--- src/rtl/hsv2rgb_pkg.sv ---
`timescale 1ns / 1ps

package hsv2rgb_pkg;

    localparam int unsigned HUE_W   = 9;
    localparam int unsigned CHAN_W  = 8;
    localparam int unsigned WGT_W   = 6;
    localparam int unsigned REM_W   = 7;
    localparam int unsigned TERM_W  = 14;
    localparam int unsigned NUM_W   = 22;
    localparam int unsigned RECIP_W = 23;
    localparam int unsigned SHIFT   = 36;
    localparam int unsigned PROD_W  = NUM_W + RECIP_W;
    localparam int unsigned QUOT_W  = PROD_W - SHIFT;

    localparam logic [HUE_W-1:0]   HUE_FULL  = 9'd360;
    localparam logic [HUE_W-1:0]   HUE_SIXTY = 9'd60;
    localparam logic [HUE_W-1:0]   HUE_THIRD = 9'd120;
    localparam logic [TERM_W-1:0]  WGT_FULL  = 14'd60;
    localparam logic [CHAN_W-1:0]  CHAN_MAX  = 8'd255;
    localparam logic [NUM_W-1:0]   ROUND_ADD = 22'd7650;
    // Ceiling of 2^36 / 15300; exact for every numerator below 2^22.
    localparam logic [RECIP_W-1:0] RECIP     = 23'd4491470;

    typedef enum logic [2:0] {
        SEC_RED_YEL  = 3'd0,
        SEC_YEL_GRN  = 3'd1,
        SEC_GRN_CYN  = 3'd2,
        SEC_CYN_BLU  = 3'd3,
        SEC_BLU_MAG  = 3'd4,
        SEC_MAG_RED  = 3'd5
    } t_sector;

    function automatic t_sector hue_sector(input logic [HUE_W-1:0] hue);
        t_sector sec;
        priority if (hue < HUE_SIXTY) begin
            sec = SEC_RED_YEL;
        end else if (hue < 9'd120) begin
            sec = SEC_YEL_GRN;
        end else if (hue < 9'd180) begin
            sec = SEC_GRN_CYN;
        end else if (hue < 9'd240) begin
            sec = SEC_CYN_BLU;
        end else if (hue < 9'd300) begin
            sec = SEC_BLU_MAG;
        end else begin
            sec = SEC_MAG_RED;
        end
        return sec;
    endfunction

endpackage

--- src/rtl/hsv_to_rgb_converter_unit.sv ---
`timescale 1ns / 1ps
// HSV to RGB converter, one pixel per request.
// The strobe marks the result when the request leaves the last register stage.
// Throughput: one request per cycle; busy stays low, as the result side never stalls.
// The latency comes from the five register stages that split the weight, numerator and
// reciprocal multiplications.
// Reset clears the stage valid bits only; the pipeline is empty after reset.
module hsv_to_rgb_converter_unit (
    input  logic                           i_clk,
    input  logic                           i_rst_n,
    input  logic                           start,
    output logic                           busy,
    input  logic [hsv2rgb_pkg::HUE_W-1:0]  i_hue_deg,
    input  logic [hsv2rgb_pkg::CHAN_W-1:0] i_saturation,
    input  logic [hsv2rgb_pkg::CHAN_W-1:0] i_brightness,
    output logic                           o_strobe,
    output logic [hsv2rgb_pkg::CHAN_W-1:0] o_red,
    output logic [hsv2rgb_pkg::CHAN_W-1:0] o_green,
    output logic [hsv2rgb_pkg::CHAN_W-1:0] o_blue
);

    localparam int unsigned HW = hsv2rgb_pkg::HUE_W;
    localparam int unsigned CW = hsv2rgb_pkg::CHAN_W;
    localparam int unsigned WW = hsv2rgb_pkg::WGT_W;
    localparam int unsigned RW = hsv2rgb_pkg::REM_W;
    localparam int unsigned TW = hsv2rgb_pkg::TERM_W;
    localparam int unsigned NW = hsv2rgb_pkg::NUM_W;
    localparam int unsigned PW = hsv2rgb_pkg::PROD_W;
    localparam int unsigned QW = hsv2rgb_pkg::QUOT_W;

    logic [HW-1:0]        n_hue;
    hsv2rgb_pkg::t_sector n_sector;
    logic [RW-1:0]        n_rem;
    logic [WW-1:0]        n_wgt;

    logic                 r_vld1, r_vld2, r_vld3, r_vld4, r_vld5;
    hsv2rgb_pkg::t_sector r_sec1, r_sec2, r_sec3, r_sec4;
    logic [CW-1:0]        r_val1, r_val2, r_val3, r_val4;
    logic [CW-1:0]        r_sat1;
    logic [WW-1:0]        r_wgt1;
    logic [TW-1:0]        r_sec_term2, r_base_term2;
    logic [NW-1:0]        r_sec_num3, r_base_num3;
    logic [QW-1:0]        r_sec_q4, r_base_q4;
    logic [CW-1:0]        r_red, r_green, r_blue;

    logic [TW-1:0]        n_base_term;
    logic [TW-1:0]        n_sec_term;
    logic [NW-1:0]        n_sec_num, n_base_num;
    logic [PW-1:0]        n_sec_prod, n_base_prod;
    logic [CW-1:0]        n_full, n_sec, n_base;
    logic [CW-1:0]        n_red, n_green, n_blue;

    assign busy = 1'b0;

    always_comb begin
        n_hue = (i_hue_deg >= hsv2rgb_pkg::HUE_FULL) ? i_hue_deg - hsv2rgb_pkg::HUE_FULL
                                                     : i_hue_deg;
        n_sector = hsv2rgb_pkg::hue_sector(n_hue);
        unique case (n_sector)
            hsv2rgb_pkg::SEC_RED_YEL,
            hsv2rgb_pkg::SEC_YEL_GRN: n_rem = RW'(n_hue);
            hsv2rgb_pkg::SEC_GRN_CYN,
            hsv2rgb_pkg::SEC_CYN_BLU: n_rem = RW'(n_hue - hsv2rgb_pkg::HUE_THIRD);
            default:                  n_rem = RW'(n_hue - (hsv2rgb_pkg::HUE_THIRD << 1));
        endcase
        if (HW'(n_rem) >= hsv2rgb_pkg::HUE_SIXTY) begin
            n_wgt = WW'(hsv2rgb_pkg::HUE_THIRD - HW'(n_rem));
        end else begin
            n_wgt = WW'(n_rem);
        end
    end

    always_comb begin
        n_base_term = TW'(hsv2rgb_pkg::WGT_FULL * TW'(hsv2rgb_pkg::CHAN_MAX - r_sat1));
        n_sec_term  = TW'(TW'(r_sat1) * TW'(r_wgt1)) + n_base_term;
        n_sec_num   = NW'(NW'(r_val2) * NW'(r_sec_term2)) + hsv2rgb_pkg::ROUND_ADD;
        n_base_num  = NW'(NW'(r_val2) * NW'(r_base_term2)) + hsv2rgb_pkg::ROUND_ADD;
        n_sec_prod  = PW'(r_sec_num3) * PW'(hsv2rgb_pkg::RECIP);
        n_base_prod = PW'(r_base_num3) * PW'(hsv2rgb_pkg::RECIP);
    end

    always_comb begin
        n_full = r_val4;
        n_sec  = (r_sec_q4 > QW'(hsv2rgb_pkg::CHAN_MAX)) ? hsv2rgb_pkg::CHAN_MAX
                                                         : r_sec_q4[CW-1:0];
        n_base = (r_base_q4 > QW'(hsv2rgb_pkg::CHAN_MAX)) ? hsv2rgb_pkg::CHAN_MAX
                                                          : r_base_q4[CW-1:0];
        unique case (r_sec4)
            hsv2rgb_pkg::SEC_RED_YEL: begin
                n_red = n_full; n_green = n_sec;  n_blue = n_base;
            end
            hsv2rgb_pkg::SEC_YEL_GRN: begin
                n_red = n_sec;  n_green = n_full; n_blue = n_base;
            end
            hsv2rgb_pkg::SEC_GRN_CYN: begin
                n_red = n_base; n_green = n_full; n_blue = n_sec;
            end
            hsv2rgb_pkg::SEC_CYN_BLU: begin
                n_red = n_base; n_green = n_sec;  n_blue = n_full;
            end
            hsv2rgb_pkg::SEC_BLU_MAG: begin
                n_red = n_sec;  n_green = n_base; n_blue = n_full;
            end
            default: begin
                n_red = n_full; n_green = n_base; n_blue = n_sec;
            end
        endcase
    end

    always_ff @(posedge i_clk) begin
        if (!i_rst_n) begin
            r_vld1 <= 1'b0;
            r_vld2 <= 1'b0;
            r_vld3 <= 1'b0;
            r_vld4 <= 1'b0;
            r_vld5 <= 1'b0;
        end else begin
            r_vld1 <= start & ~busy;
            r_vld2 <= r_vld1;
            r_vld3 <= r_vld2;
            r_vld4 <= r_vld3;
            r_vld5 <= r_vld4;
        end
    end

    always_ff @(posedge i_clk) begin
        r_sec1       <= n_sector;
        r_wgt1       <= n_wgt;
        r_sat1       <= i_saturation;
        r_val1       <= i_brightness;

        r_sec2       <= r_sec1;
        r_val2       <= r_val1;
        r_sec_term2  <= n_sec_term;
        r_base_term2 <= n_base_term;

        r_sec3       <= r_sec2;
        r_val3       <= r_val2;
        r_sec_num3   <= n_sec_num;
        r_base_num3  <= n_base_num;

        r_sec4       <= r_sec3;
        r_val4       <= r_val3;
        r_sec_q4     <= n_sec_prod[PW-1:hsv2rgb_pkg::SHIFT];
        r_base_q4    <= n_base_prod[PW-1:hsv2rgb_pkg::SHIFT];

        r_red        <= n_red;
        r_green      <= n_green;
        r_blue       <= n_blue;
    end

    assign o_strobe = r_vld5;
    assign o_red    = r_red;
    assign o_green  = r_green;
    assign o_blue   = r_blue;

endmodule

--- config.mk ---
export PLATFORM = sky130hd
export DESIGN_NAME = hsv_to_rgb_converter_unit
export DESIGN_NICKNAME = d
export VERILOG_FILES = /design/src/rtl/hsv2rgb_pkg.sv /design/src/rtl/hsv_to_rgb_converter_unit.sv
export SDC_FILE = /design/constraint.sdc
export NUM_CORES = 2
export LEC_CHECK = 0
export CORE_MARGIN = 2
export CORE_UTILIZATION = 45
export DETAILED_ROUTE_END_ITERATION = 8
export DONT_BUFFER_PORTS = 1
export SLEW_MARGIN = 10
export SYNTH_ARGS = -nofsm -noshare
export SYNTH_HDL_FRONTEND = slang
export SYNTH_SLANG_ARGS = --single-unit
--- constraint.sdc ---
create_clock -name i_clk -period 15.1 [get_ports i_clk]
set_clock_uncertainty 0.05 [all_clocks]
set_input_delay 4.53 -clock i_clk [delete_from_list [all_inputs] [get_ports i_clk]]
set_output_delay 4.53 -clock i_clk [all_outputs]
set_load 0.02 [all_outputs]
* Yosys cells after proc, flatten, opt, wreduce, memory -nomap -nowiden
Cells that the tools add are included.
** Storage, ports and cells
- Register bits after elaboration :: 175
- Input port bits :: 28
- Output and inout bits :: 26
- Word-level logic and storage cells :: 77
** Cells by class
- Add/sub/neg operators :: 8
- Multiply operators :: 6
- $lt $le $gt $ge :: 9
- Equality and inequality tests :: 7
- Mux-type cells :: 13
- Reductions and logical operators :: 10
** Operator list (count)
- $mul A22 B22 Y44 const B :: 2
- $pmux W8 S2 :: 3
- $add A22 B13 Y22 const B :: 2
- $mul A8 B14 Y22 :: 1
- $mul A8 B12 Y20 :: 1
- $gt A9 B8 Y1 const B :: 2
- $lt A9 B8 Y1 const B :: 2
- $mux W8 :: 2
- $reduce_or A2 Y1 :: 8
- $add A14 B14 Y14 :: 1
- $mul A4 B14 Y12 const A :: 1
- $mul A8 B6 Y14 :: 1
- $pmux W7 S2 :: 1
- $sub A7 B7 Y7 const B :: 2
- $eq A3 B2 Y1 const B :: 4
- $mux W3 :: 4
- $ge A9 B9 Y1 const B :: 1
- $lt A9 B6 Y1 const B :: 1
- $lt A9 B7 Y1 const B :: 1
- $lt A9 B9 Y1 const B :: 1
- $mux W9 :: 1
- $sub A8 B8 Y9 const A :: 1
- $sub A9 B9 Y9 const B :: 1
- $ge A7 B6 Y1 const B :: 1
- other kinds (6) :: 8

* Depth between registers and ports, before layout
- Word-level depth :: 13
- Mapped depth :: 22
- Gate-level depth less buffers :: 22

* Worst setup path before layout
No wires, ideal clock.
- Path type :: in2reg
- Start point :: input port i_hue_deg[0] in the netlist's numbering
- End point :: register r_wgt1[1]
- Library setup time :: 121 ps
- Data arrival time :: 7320 ps
- Required time :: 14929 ps
- Setup slack :: 7608 ps
- Stages on the path :: 13
- Buffers on the path :: 1
- Path through :: or4_4 o211a_4 nor3_1 a21o_1 buf_6 ha_1 inv_1 or3_1 o311ai_0 a211oi_1 a211oi_2 a31o_1 mux2_4
** On the way
- Cells in the longest elaborated chain, start to end :: 13
- Elaborated cells on any way between the ends :: 25
- Classes of those cells :: add/sub (4); order compare (7); eq/ne (3); mux (8); reduce/logical (3)
** Ends and longest elaborated chain
- start, declared :: RTL line hsv_to_rgb_converter_unit.sv:13 : input logic [hsv2rgb_pkg::HUE_W-1:0] i_hue_deg,
- $sub A9 B9 Y9 or $ge A9 B9 Y1 (tied branches) :: RTL line hsv_to_rgb_converter_unit.sv:56 : n_hue = (i_hue_deg >= hsv2rgb_pkg::HUE_FULL) ? i_hue_deg - hsv2rgb_pkg::HUE_FULL
- $mux W9 (*) :: RTL line hsv_to_rgb_converter_unit.sv:56
- $lt A9 B9 Y1 :: RTL line hsv2rgb_pkg.sv:44 : end else if (hue < 9'd300) begin
- $mux W1 :: RTL line hsv2rgb_pkg.sv:44
- $mux W3 :: RTL line hsv2rgb_pkg.sv:42 : end else if (hue < 9'd240) begin
- $mux W3 :: RTL line hsv2rgb_pkg.sv:40 : end else if (hue < 9'd180) begin
- $mux W3 :: RTL line hsv2rgb_pkg.sv:38 : end else if (hue < 9'd120) begin
- $mux W3 :: RTL line hsv2rgb_pkg.sv:36 : priority if (hue < HUE_SIXTY) begin
- $eq A3 B2 Y1, or another cell as far along :: RTL line hsv_to_rgb_converter_unit.sv:59 : unique case (n_sector)
- $reduce_or A2 Y1 :: RTL line hsv_to_rgb_converter_unit.sv:59
- $pmux W7 S2 (*) :: RTL line hsv_to_rgb_converter_unit.sv:59
- $sub A6 B6 Y6 or $ge A7 B6 Y1 (tied branches) :: RTL line hsv_to_rgb_converter_unit.sv:67, hsv_to_rgb_converter_unit.sv:66
- $mux W6 (*) :: RTL line hsv_to_rgb_converter_unit.sv:66 : if (HW'(n_rem) >= hsv2rgb_pkg::HUE_SIXTY) begin
- via n_wgt[1] :: RTL line hsv_to_rgb_converter_unit.sv:34 : logic [WW-1:0] n_wgt;
- end signal, assigned :: RTL line hsv_to_rgb_converter_unit.sv:128 : r_wgt1 <= n_wgt;
- end, declared :: RTL line hsv_to_rgb_converter_unit.sv:40 : logic [WW-1:0] r_wgt1;
Mark *: on every way through the listed nets, which the timed path passes. The rest lies on a longest branch.
A chain may end at the register's enable or synchronous reset.

* Final worst setup path
Ends and elaborated chain as after synthesis.

==> Implementation_results.wiki <==
{| class="wikitable"
! Metric !! Value
|-
| Syn nets || 3862
|-
| Arrival time reported for the critical path endpoint || 7.78 ns
|-
| Destination of the worst hold path || n_full[4]
|-
| RSZ-0062 raised after global routing || no
|-
| Root Driver || sky130_fd_sc_hd__clkbuf_16
|-
| Routed wirelength normalized by instance count || 15.57 um
|-
| CP endpoint kind || flop
|-
| Critical path launch point || i_hue_deg[0]
|-
| Cts hold-fix bufs || 0
|-
| Setup_tns || 0 ns
|-
| Run status || complete, no violations
|-
| Via count of the first global-routing pass || 20.15k
|-
| Iteration-0 DRC count of the detailed router || 775
|-
| Worst-case clock buffer depth || 2
|-
| DIE AREA || 62200 um2
|-
| Number of synthesis warnings || 0
|-
| Mean instance size in the synthesized netlist || 9.354 um2
|-
| Count of clock tree sinks || 173
|-
| Total core area || 59240 um2
|-
| Slack of the worst reg-to-reg path || 8.60 ns
|-
| Critical path class || in -> reg
|-
| Most common cell after layout, fill and taps aside || sky130_fd_sc_hd__inv_1
|-
| Average vias per placed instance || 5.118
|-
| Number of vias after detailed routing || 18.79k
|-
| Detailed placer's ending HPWL || 49.07 mm
|-
| Count of pins on the block boundary || 54
|-
| Tightest slew margin relative to the limit || 25.41%
|-
| Gr ovfl total || 0
|-
| Antenna cell count || 0
|-
| Overall die height || 249.4 um
|-
| Count of endpoints failing hold in the final timing report || 0
|-
| Cell depth of the worst min-delay path || 0
|-
| Post-synth ARST share || 0%
|-
| Global-route wire length before repair || 98.04 mm
|-
| Startpoint types || input pin
|-
| Total GRT Usage || 19.27%
|-
| Post-synthesis register bit count || 173
|-
| Startpoint of the worst register-to-register path || r_base_num3[17]
|-
| Crit path max-delay cell type || sky130_fd_sc_hd__or4_4
|-
| Number of buffers created by CTS || 17
|-
| Number of antenna violations at the first check in global routing || 0
|-
| TritonCTS clock tree || yes
|-
| Top library cells by usage in the layout, fill and taps aside || sky130_fd_sc_hd__inv_1 (713), sky130_fd_sc_hd__ha_1 (534), sky130_fd_sc_hd__fa_1 (403)
|-
| Number of resized instances in the post-cts repair step || 0
|-
| Number of port buffers || 0
|-
| Post-DRT Antenna Nets || 0
|-
| Worst r2r dst || r_base_q4[4]
|-
| Post-synth design cell area || 27100 um2
|-
| Worst reg-to-reg path cell count || 20
|-
| Maximum fanout along the worst path || 11
|-
| Max Transition Viols Final || 0
|-
| Number of remaining DRC errors || 0
|-
| Clock latency reported for the late side of the worst-skew pair || 0.49 ns
|-
| Critical Path Max Stage Delay || 0.57 ns
|-
| Row count || 89
|-
| CTS H-Tree Depth || 4
|-
| Required time at the worst-slack endpoint || 15.43 ns
|-
| Final Critical Period || 7.452 ns
|-
| Total detailed-routing wirelength || 57.14 mm
|-
| Tightest Pin Transition || 1.115 ns
|-
| Tightest Hold Check Type || reg -> reg
|-
| DRT Pass-1 Iters || 5
|-
| Cell count after synthesis || 2897
|-
| Filler cells || 5607
|-
| Proportion of layout cells with a drive suffix above 1 || 2.139%
|-
| Buffer count from post-CTS setup fixing || 0
|-
| Largest net degree at the start of global routing || 35
|-
| Post-synthesis to final-layout area growth || 5.559%
|-
| Finish-stage setup viols || 0
|-
| Max_cap viols || 0
|-
| Final core area utilization || 48.29%
|-
| Initial Utilization || 45.74%
|-
| Achievable frequency || 134.2 MHz
|-
| Most used flip-flop cell after synthesis || sky130_fd_sc_hd__dfxtp_1
|-
| Share of the clock period used by the worst path || 49.35%
|-
| Sequential fraction of the synthesis area || 12.78%
|-
| Hold path start || r_val3[4]
|-
| Chip width || 249.4 um
|-
| Cell chain of the critical path || or4_4, o211a_4, nor3_1, a21o_1, ha_1, inv_1, or3_1, o311ai_0, a211oi_1, a211oi_2, a31o_1, mux2_4
|-
| CTS clk-pin slew, worst paths || 0.08 ns
|-
| NumNets Final || 3850
|-
| Cell variety after synth || 77
|-
| Final Wtd Congestion || 0.9004
|-
| Post-synth EDFFs || 0
|}
-- routing by layer --
metal / vias up / routed length (um) / track usage (%)
met4: 0 / 801 / 4.527
li1: 9189 / - / -
met3: 62 / 1756 / 2.680
met1: 9272 / 27170 / 25.99
met2: 264 / 27420 / 32.77
met5: - / 0 / 0
-- worst max path at each step --
stage,end,slack (ns)
2_1_floorplan,r_wgt1[1],7.61
3_3_place_gp,r_wgt1[1],7.16
3_5_place_dp,r_wgt1[1],7.14
4_1_cts,r_wgt1[1],7.67
5_1_grt,r_wgt1[1],7.44
6_report,r_wgt1[1],7.65
-- sequential cells by signal, indices dropped and copies added, names as in the netlist --
signal and flops:
r_vld2 1, r_sec_term2 14, r_vld1 1, r_sec_num3 22, r_sec_q4 9, r_base_num3 20, r_sec4 3, r_vld3 1
r_val2 8, o_green 8, r_base_term2 12, r_wgt1 6, o_blue 8, n_full 8, r_sec1 3, r_val3 8
o_red 8, r_sec2 3, r_sec3 3, o_strobe 1, r_sat1 8, r_vld4 1, r_val1 8, r_base_q4 9
-- final cells by class --
cell class | instances | area [um2] | area share, %
timing repair buffer | 9 | 67.56 | 0.2362
multi-input combinational | 1970 | 20790 | 72.69
sequential | 173 | 3463 | 12.11
tap | 773 | 967.2 | 3.381
clock inverter | 15 | 209.0 | 0.7305
inverter | 714 | 2680 | 9.369
clock buffer | 17 | 425.4 | 1.487
-- stage by stage --
step / hold WS (ns) / instances / setup WS (ns) / area, um2
final: 0.2649 / 3671 / 7.648 / 28600
after global routing: 0.2688 / 3671 / 7.445 / 28600
after CTS: 0.2653 / 3671 / 7.673 / 28600
after detailed placement: 0.2621 / 3639 / 7.140 / 27970
after global placement: 0.2604 / 3639 / 7.162 / 27970
after floorplan: 0.2596 / 2897 / 7.608 / 27100
-- cells by family (layout without fill, tap and decap cells) --
group           Yosys count  after routing  share of synthesized area (%)
compound gates          377            377                          8.944
xor+xnor                 77             77                          2.489
fa+ha+maj               937            937                          54.43
buf+inv                 754            755                          10.49
flops                   173            173                          12.78
mux                       2              2                        0.09233
other cells               1              1                        0.01384
simple gates            576            576                          10.76
-- cell usage after synthesis, types with 12 or more instances --
| cell type | instances | area (um2) |
|---|---|---|
| sky130_fd_sc_hd__o21ai_0 | 109 | 545.5 |
| sky130_fd_sc_hd__clkbuf_1 | 37 | 138.9 |
| sky130_fd_sc_hd__xor2_1 | 30 | 262.8 |
| sky130_fd_sc_hd__a21o_1 | 44 | 330.3 |
| sky130_fd_sc_hd__ha_1 | 534 | 6681 |
| sky130_fd_sc_hd__a211oi_1 | 13 | 97.59 |
| sky130_fd_sc_hd__inv_1 | 713 | 2676 |
| sky130_fd_sc_hd__nand4_1 | 15 | 93.84 |
| sky130_fd_sc_hd__o211ai_1 | 12 | 90.09 |
| sky130_fd_sc_hd__fa_1 | 403 | 8068 |
| sky130_fd_sc_hd__dfxtp_1 | 173 | 3463 |
| sky130_fd_sc_hd__and2_1 | 160 | 1001 |
| sky130_fd_sc_hd__xnor2_1 | 47 | 411.6 |
| sky130_fd_sc_hd__nand3_1 | 28 | 140.1 |
| sky130_fd_sc_hd__nand2b_1 | 15 | 93.84 |
| sky130_fd_sc_hd__nor3_1 | 28 | 140.1 |
| sky130_fd_sc_hd__nor2_1 | 83 | 311.6 |
| sky130_fd_sc_hd__or3_1 | 13 | 81.33 |
| sky130_fd_sc_hd__nand2_1 | 186 | 698.2 |
| sky130_fd_sc_hd__a21oi_1 | 97 | 485.5 |
-- critical path, delay by kind of cell --
family / cells / cell delay [ns]
fa+ha+maj: 1 / 0.33
simple gates: 3 / 1.07
compound gates: 6 / 1.45
mux: 1 / 0.30
buf+inv: 1 / 0.09
Power is left out: the tool's default activity adds up to more than one toggle a clock period on the data nets, which glitch-free logic cannot reach.
